`src/sv/rtqc_pkg.sv`:
```
// Shared types, widths and sine table function for the rotated sprite corner generator.
package rtqc_pkg;

  localparam int POS_W   = 24;
  localparam int SIZE_W  = 23;
  localparam int ANGLE_W = 16;
  localparam int SLOT_W  = 5;
  localparam int CW      = SIZE_W + 2;

  localparam int SINE_TABLE_DEPTH_DEF   = 1024;
  localparam int SINE_FRACTION_BITS_DEF = 15;

  localparam longint unsigned PI_HALF_Q30 = 64'd1686629713;
  localparam longint unsigned ONE_Q30     = 64'd1 << 30;

  localparam logic signed [POS_W-1:0] POS_MAX = 24'sh7FFFFF;
  localparam logic signed [POS_W-1:0] POS_MIN = -24'sh800000;

  localparam logic [ANGLE_W-1:0] QUARTER_TURN = 16'd16384;

  typedef enum logic [1:0] {
    CORNER_LB,
    CORNER_RB,
    CORNER_RT,
    CORNER_LT
  } corner_t;

  typedef struct packed {
    logic              valid;
    corner_t           idx;
    logic              u;
    logic              v;
    logic              last;
    logic [SLOT_W-1:0] slot;
  } corner_ctl_t;

  function automatic longint unsigned sine_entry(input longint unsigned x, input int frac);
    longint unsigned term;
    longint signed   sum;
    longint unsigned s;
    term = x;
    sum  = longint'(x);
    term = (((term * x) >> 30) * x) >> 30;
    term = term / 6;
    sum  = sum - longint'(term);
    term = (((term * x) >> 30) * x) >> 30;
    term = term / 20;
    sum  = sum + longint'(term);
    term = (((term * x) >> 30) * x) >> 30;
    term = term / 42;
    sum  = sum - longint'(term);
    term = (((term * x) >> 30) * x) >> 30;
    term = term / 72;
    sum  = sum + longint'(term);
    term = (((term * x) >> 30) * x) >> 30;
    term = term / 110;
    sum  = sum - longint'(term);
    term = (((term * x) >> 30) * x) >> 30;
    term = term / 156;
    sum  = sum + longint'(term);
    term = (((term * x) >> 30) * x) >> 30;
    term = term / 210;
    sum  = sum - longint'(term);
    if (sum < 0) begin
      sum = 0;
    end
    if (sum > longint'(ONE_Q30)) begin
      sum = longint'(ONE_Q30);
    end
    s = longint'(sum);
    return (s + (64'd1 << (29 - frac))) >> (30 - frac);
  endfunction

endpackage

```
`src/sv/rtqc_corner_seq.sv`:
```
// Corner sequencer: holds one sprite and steps through its four corners, one per cycle.
module rtqc_corner_seq #(
  parameter int SINE_FRACTION_BITS = rtqc_pkg::SINE_FRACTION_BITS_DEF
) (
  input  logic                                 clk,
  input  logic                                 rst_n,
  input  logic                                 load,
  input  logic signed [SINE_FRACTION_BITS+1:0] sin_in,
  input  logic signed [SINE_FRACTION_BITS+1:0] cos_in,
  input  logic signed [rtqc_pkg::CW-1:0]       lx,
  input  logic signed [rtqc_pkg::CW-1:0]       rx,
  input  logic signed [rtqc_pkg::CW-1:0]       by,
  input  logic signed [rtqc_pkg::CW-1:0]       ty,
  input  logic signed [rtqc_pkg::POS_W-1:0]    px,
  input  logic signed [rtqc_pkg::POS_W-1:0]    py,
  input  logic [rtqc_pkg::SLOT_W-1:0]          slot,
  output rtqc_pkg::corner_ctl_t                ctl,
  output logic signed [rtqc_pkg::CW-1:0]       cx,
  output logic signed [rtqc_pkg::CW-1:0]       cy,
  output logic signed [SINE_FRACTION_BITS+1:0] sin_out,
  output logic signed [SINE_FRACTION_BITS+1:0] cos_out,
  output logic signed [rtqc_pkg::POS_W-1:0]    px_out,
  output logic signed [rtqc_pkg::POS_W-1:0]    py_out
);
  import rtqc_pkg::*;

  localparam int SW = SINE_FRACTION_BITS + 2;

  logic                 act_r;
  corner_t              k_r;
  logic signed [SW-1:0] sin_r, cos_r;
  logic signed [CW-1:0] lx_r, rx_r, by_r, ty_r;
  logic signed [POS_W-1:0] px_r, py_r;
  logic [SLOT_W-1:0]    slot_r;

  always_ff @(posedge clk) begin
    if (!rst_n) begin
      act_r <= 1'b0;
      k_r   <= CORNER_LB;
    end else if (load) begin
      act_r <= 1'b1;
      k_r   <= CORNER_LB;
    end else if (act_r) begin
      if (k_r == CORNER_LT) begin
        act_r <= 1'b0;
      end
      k_r <= corner_t'(k_r + 2'd1);
    end
  end

  always_ff @(posedge clk) begin
    if (load) begin
      sin_r  <= sin_in;
      cos_r  <= cos_in;
      lx_r   <= lx;
      rx_r   <= rx;
      by_r   <= by;
      ty_r   <= ty;
      px_r   <= px;
      py_r   <= py;
      slot_r <= slot;
    end
  end

  always_comb begin
    ctl.valid = act_r;
    ctl.idx   = k_r;
    ctl.u     = (k_r == CORNER_RB) || (k_r == CORNER_RT);
    ctl.v     = (k_r == CORNER_RT) || (k_r == CORNER_LT);
    ctl.last  = (k_r == CORNER_LT);
    ctl.slot  = slot_r;
  end

  assign cx      = ((k_r == CORNER_LB) || (k_r == CORNER_LT)) ? lx_r : rx_r;
  assign cy      = ((k_r == CORNER_LB) || (k_r == CORNER_RB)) ? by_r : ty_r;
  assign sin_out = sin_r;
  assign cos_out = cos_r;
  assign px_out  = px_r;
  assign py_out  = py_r;

endmodule

```
`config.mk`:
```
export PLATFORM = sky130hd
export DESIGN_NAME = rtqc_corner_seq
export DESIGN_NICKNAME = d
export VERILOG_FILES = /design/src/sv/rtqc_pkg.sv /design/src/sv/rtqc_corner_seq.sv
export SDC_FILE = /design/constraint.sdc
export NUM_CORES = 1
export LEC_CHECK = 0
export BUFFER_PORTS_ARGS = -buffer_cell sky130_fd_sc_hd__buf_2
export CORE_MARGIN = 4
export CORE_UTILIZATION = 45
export CTS_CLUSTER_DIAMETER = 40
export CTS_CLUSTER_SIZE = 28
export DETAILED_ROUTE_END_ITERATION = 6
export PLACE_DENSITY = 0.82
export SYNTH_ARGS = -nofsm -noshare
export SYNTH_HDL_FRONTEND = slang
export SYNTH_SLANG_ARGS = --single-unit
```
`constraint.sdc`:
```
create_clock -name clk -period 2.62 [get_ports clk]
set_input_delay 0.524 -clock clk [delete_from_list [all_inputs] [get_ports clk]]
set_output_delay 0.524 -clock clk [all_outputs]
set_load 0.005 [all_outputs]
```
==> impl_summary.log <==
INFO  metric hp-start = px[14]
INFO  metric synthDominantCellAreaShare = 85.7%
INFO  metric gr-usage-met3 = 8.34%
INFO  metric dieWidth = 129 microns
INFO  metric timing.max_slew.rel_slack = 74.0%
INFO  metric routed_wirelength = 15.4 mm
INFO  metric cts_tree = yes
INFO  metric run_status = finished clean
INFO  metric drc = 0
INFO  metric vias_in_the_first_global_route = a little over 4000
INFO  metric synth-compound-area-share = 0.115%
INFO  metric r2r_start = k_r[0]
INFO  metric io_pins = approximately 330
INFO  metric max_cap_viol_count = 0
INFO  metric holdWs = approximately 0.27 ns
INFO  metric postPlaceCellArea = around 8500 sq um
INFO  metric worstSetupStartpointType = flop
INFO  metric cts_num_sinks = 190
INFO  metric dr.first_iter.drc_count = approximately 170
INFO  metric yosys-top-cells-area = sky130_fd_sc_hd__edfxtp_1 (86%), sky130_fd_sc_hd__mux2_4 (6.2%), sky130_fd_sc_hd__mux2_2 (4.0%), sky130_fd_sc_hd__dfxtp_1 (0.92%), sky130_fd_sc_hd__ha_1 (0.76%)
INFO  metric multiplexer_area_fraction_after_synthesis = slightly above 10%
INFO  metric crit_path_max_fanout = 16
INFO  metric flow.area_growth_from_synthesis = 38.6%
INFO  metric later_pin_clock_latency_in_the_skew_report = 0.41 ns
INFO  metric via_count = 3762
INFO  metric clk_pin_slew = 0.08 ns
INFO  metric fp-row-count = 43
INFO  metric dp.final_hpwl = 12.0 mm
INFO  metric syn-num-nets = 456
INFO  metric period_minus_slack = 2.51 ns
INFO  metric final_area = 9080 sq um
INFO  metric dpl.cell_count = 777
INFO  metric wl_per_cell = 19.1 microns
INFO  metric syn-instance-count = 262
INFO  metric postCtsSetupRepairBufs = 0
INFO  metric synth-xor-area-share = less than 1%
INFO  metric final.period_utilization = between 90% and 100%
INFO  metric largest_family_of_logic_cells_by_synthesized_area = multiplexers
INFO  metric power_per_unit_of_standard_cell_area = 753 nW/um^2
INFO  metric share_of_the_yosys_chip_area_belonging_to_registers = ~87%
INFO  metric synth_cell_types = 17
INFO  metric totalNegativeSetupSlack = 0 ns
INFO  metric synth_fa_ha_area_share = 0.764%
INFO  metric final_max_slew_viol_count = 0
INFO  metric met2_usage = 33.2%
INFO  metric drt_via_density = 4.64
INFO  metric total_power = 6.84 mW
INFO  metric worstSetupPathType = reg2out
INFO  metric synthesis.area = 6550 sq um
INFO  metric grt_first_pass_wirelength = 22.0 mm
INFO  metric pin_count_of_the_biggest_net_entering_global_routing = 52
INFO  metric cts-root-to-sink-buffers = 2
INFO  metric layout.cells.non_filler = 810
INFO  metric start_util = a little under half
INFO  metric final-hold-violation-count = 0
INFO  metric worstPathRequired = 2.10 ns
INFO  metric p_leak = between 3 and 4 nW
INFO  metric grt.busiest_layer = met2
INFO  metric detail_route.first_pass.iterations = 4
INFO  metric crit_start = k_r[0]
INFO  metric min-delay-path-class = in2reg
INFO  metric htree_num_levels = 4
INFO  metric placement.io_buffers = 332
INFO  metric postCtsResizedCells = 1
INFO  metric fin_skew = 0.00593 ns
INFO  metric crit_path_end_kind = primary output
INFO  metric design.core.area = 14000 sq um
INFO  metric globalRoute.totalOverflow = 0
INFO  metric yosys_register_bits = 190
INFO  metric clockRootBuffer = sky130_fd_sc_hd__clkbuf_16
INFO  metric finalSetupViolations = 0
INFO  metric grt_antenna_before_repair = 1
INFO  metric worst_pin_slew = 0.389 ns
INFO  metric peak_ir_drop_on_the_vdd_network = slightly above 700 uV
INFO  metric final_layout_size_suffix_gt1_share = 67.9%
INFO  metric synth-simple-area-share = less than 1%
INFO  metric use_met1 = 18.5%
INFO  metric antenna_violating_nets_post_route = 0
INFO  metric place.gp.congestion = between 0.8 and 0.9
INFO  metric max_freq = ~400 MHz
INFO  metric synth_top_area_cell = sky130_fd_sc_hd__edfxtp_1
INFO  metric holdBufCountCts = 0
INFO  metric die-height = 129 microns
INFO  metric cts_buffers = 17
INFO  metric arrival = 1.98 ns
INFO  metric die-area = 16500 sq um
INFO  metric groute.usage.overall = ~18%
INFO  metric finish.net_count = 810
INFO  metric filler_cell_count = 997
INFO  metric yosysWarningCount = 0
INFO  metric grt_setup_unrepaired = yes
INFO  metric average_footprint_of_a_synthesized_cell = 25.0 sq um
## per-stage QoR
step                      setup WS, ns  utilization, %
after floorplan                  0.472               -
after global placement           0.528            60.2
after detailed placement         0.460            60.2
after CTS                       0.0640            64.6
after global routing          -0.00442            64.7
final                            0.111            64.7
## final timing paths
check,cells past startpoint,slack (ns),end
worst max-delay path,5,0.11,cx[1]
worst min-delay path,1,0.27,px_out[14]
worst max register to register,5,1.30,k_r[1]
worst min register to register,2,0.62,k_r[0]
## placed cells by master (no fill, tap or decap), types with 3 or more instances in the layout
| master | netlist | layout |
|---|---|---|
| sky130_fd_sc_hd__mux2_4 | 27 | 27 |
| sky130_fd_sc_hd__inv_8 | 0 | 7 |
| sky130_fd_sc_hd__dfxtp_1 | 3 | 3 |
| sky130_fd_sc_hd__clkinv_8 | 0 | 3 |
| sky130_fd_sc_hd__mux2_2 | 23 | 23 |
| sky130_fd_sc_hd__ha_1 | 4 | 3 |
| sky130_fd_sc_hd__edfxtp_1 | 187 | 187 |
| sky130_fd_sc_hd__clkbuf_16 | 0 | 17 |
| sky130_fd_sc_hd__buf_4 | 1 | 6 |
| sky130_fd_sc_hd__buf_2 | 0 | 331 |
## critical path, cell delays in order (launching register included)
cell and delay (ns):
sky130_fd_sc_hd__dfxtp_1 0.41, sky130_fd_sc_hd__inv_1 0.10, sky130_fd_sc_hd__ha_2 0.36, sky130_fd_sc_hd__buf_8 0.21, sky130_fd_sc_hd__mux2_2 0.35, sky130_fd_sc_hd__buf_2 0.13
## kinds of logic after synthesis
group,count (synthesis)
fa+ha+maj,4
buf+inv,9
simple gates,6
compound gates,1
flops,190
xor+xnor,1
mux,51
## area by class of cell
cell class / count / area [sq um] / share of cell area, %
Antenna cell: 1 / 2.50 / 0.0276
Multi-Input combinational cell: 63 / 776 / 8.54
Inverter: 2 / 7.51 / 0.0827
Clock inverter: 15 / 188 / 2.07
Timing Repair Buffer: 342 / 1780 / 19.6
Clock buffer: 17 / 425 / 4.69
Tap cell: 180 / 225 / 2.48
Sequential cell: 190 / 5680 / 62.5
## synthesized netlist by cell type
cell type and count:
sky130_fd_sc_hd__buf_12 2, sky130_fd_sc_hd__buf_4 1, sky130_fd_sc_hd__buf_6 4, sky130_fd_sc_hd__dfxtp_1 3, sky130_fd_sc_hd__edfxtp_1 187, sky130_fd_sc_hd__ha_1 4, sky130_fd_sc_hd__inv_1 2, sky130_fd_sc_hd__mux2_2 23
sky130_fd_sc_hd__mux2_4 27, sky130_fd_sc_hd__mux2i_1 1, sky130_fd_sc_hd__nand2b_1 1, sky130_fd_sc_hd__nor2_1 2, sky130_fd_sc_hd__nor2_2 1, sky130_fd_sc_hd__nor2b_1 1, sky130_fd_sc_hd__o21a_1 1, sky130_fd_sc_hd__or2_2 1
sky130_fd_sc_hd__xnor2_1 1
## sequential cells by signal, summed over array words and instances (netlist names), 2 cells and up
name and cells:
py_out 24, slot_r 5, k_r 2, rx_r 25
cos_out 17, lx_r 25, ty_r 25, sin_out 17
px_out 24, by_r 25
## metal layers
metal	routed length, microns	vias up
met4	282	0
li1	-	1745
met2	8460	194
met5	0	-
met3	1480	23
met1	5220	1800
## report_power, final
group          internal, mW  total [mW]  switching, mW
registers              3.60        3.66         0.0646
clock network          1.38        2.59           1.21
logic                 0.327       0.582          0.255
total                  5.31        6.84           1.53
(Power assumes the default switching activity.)
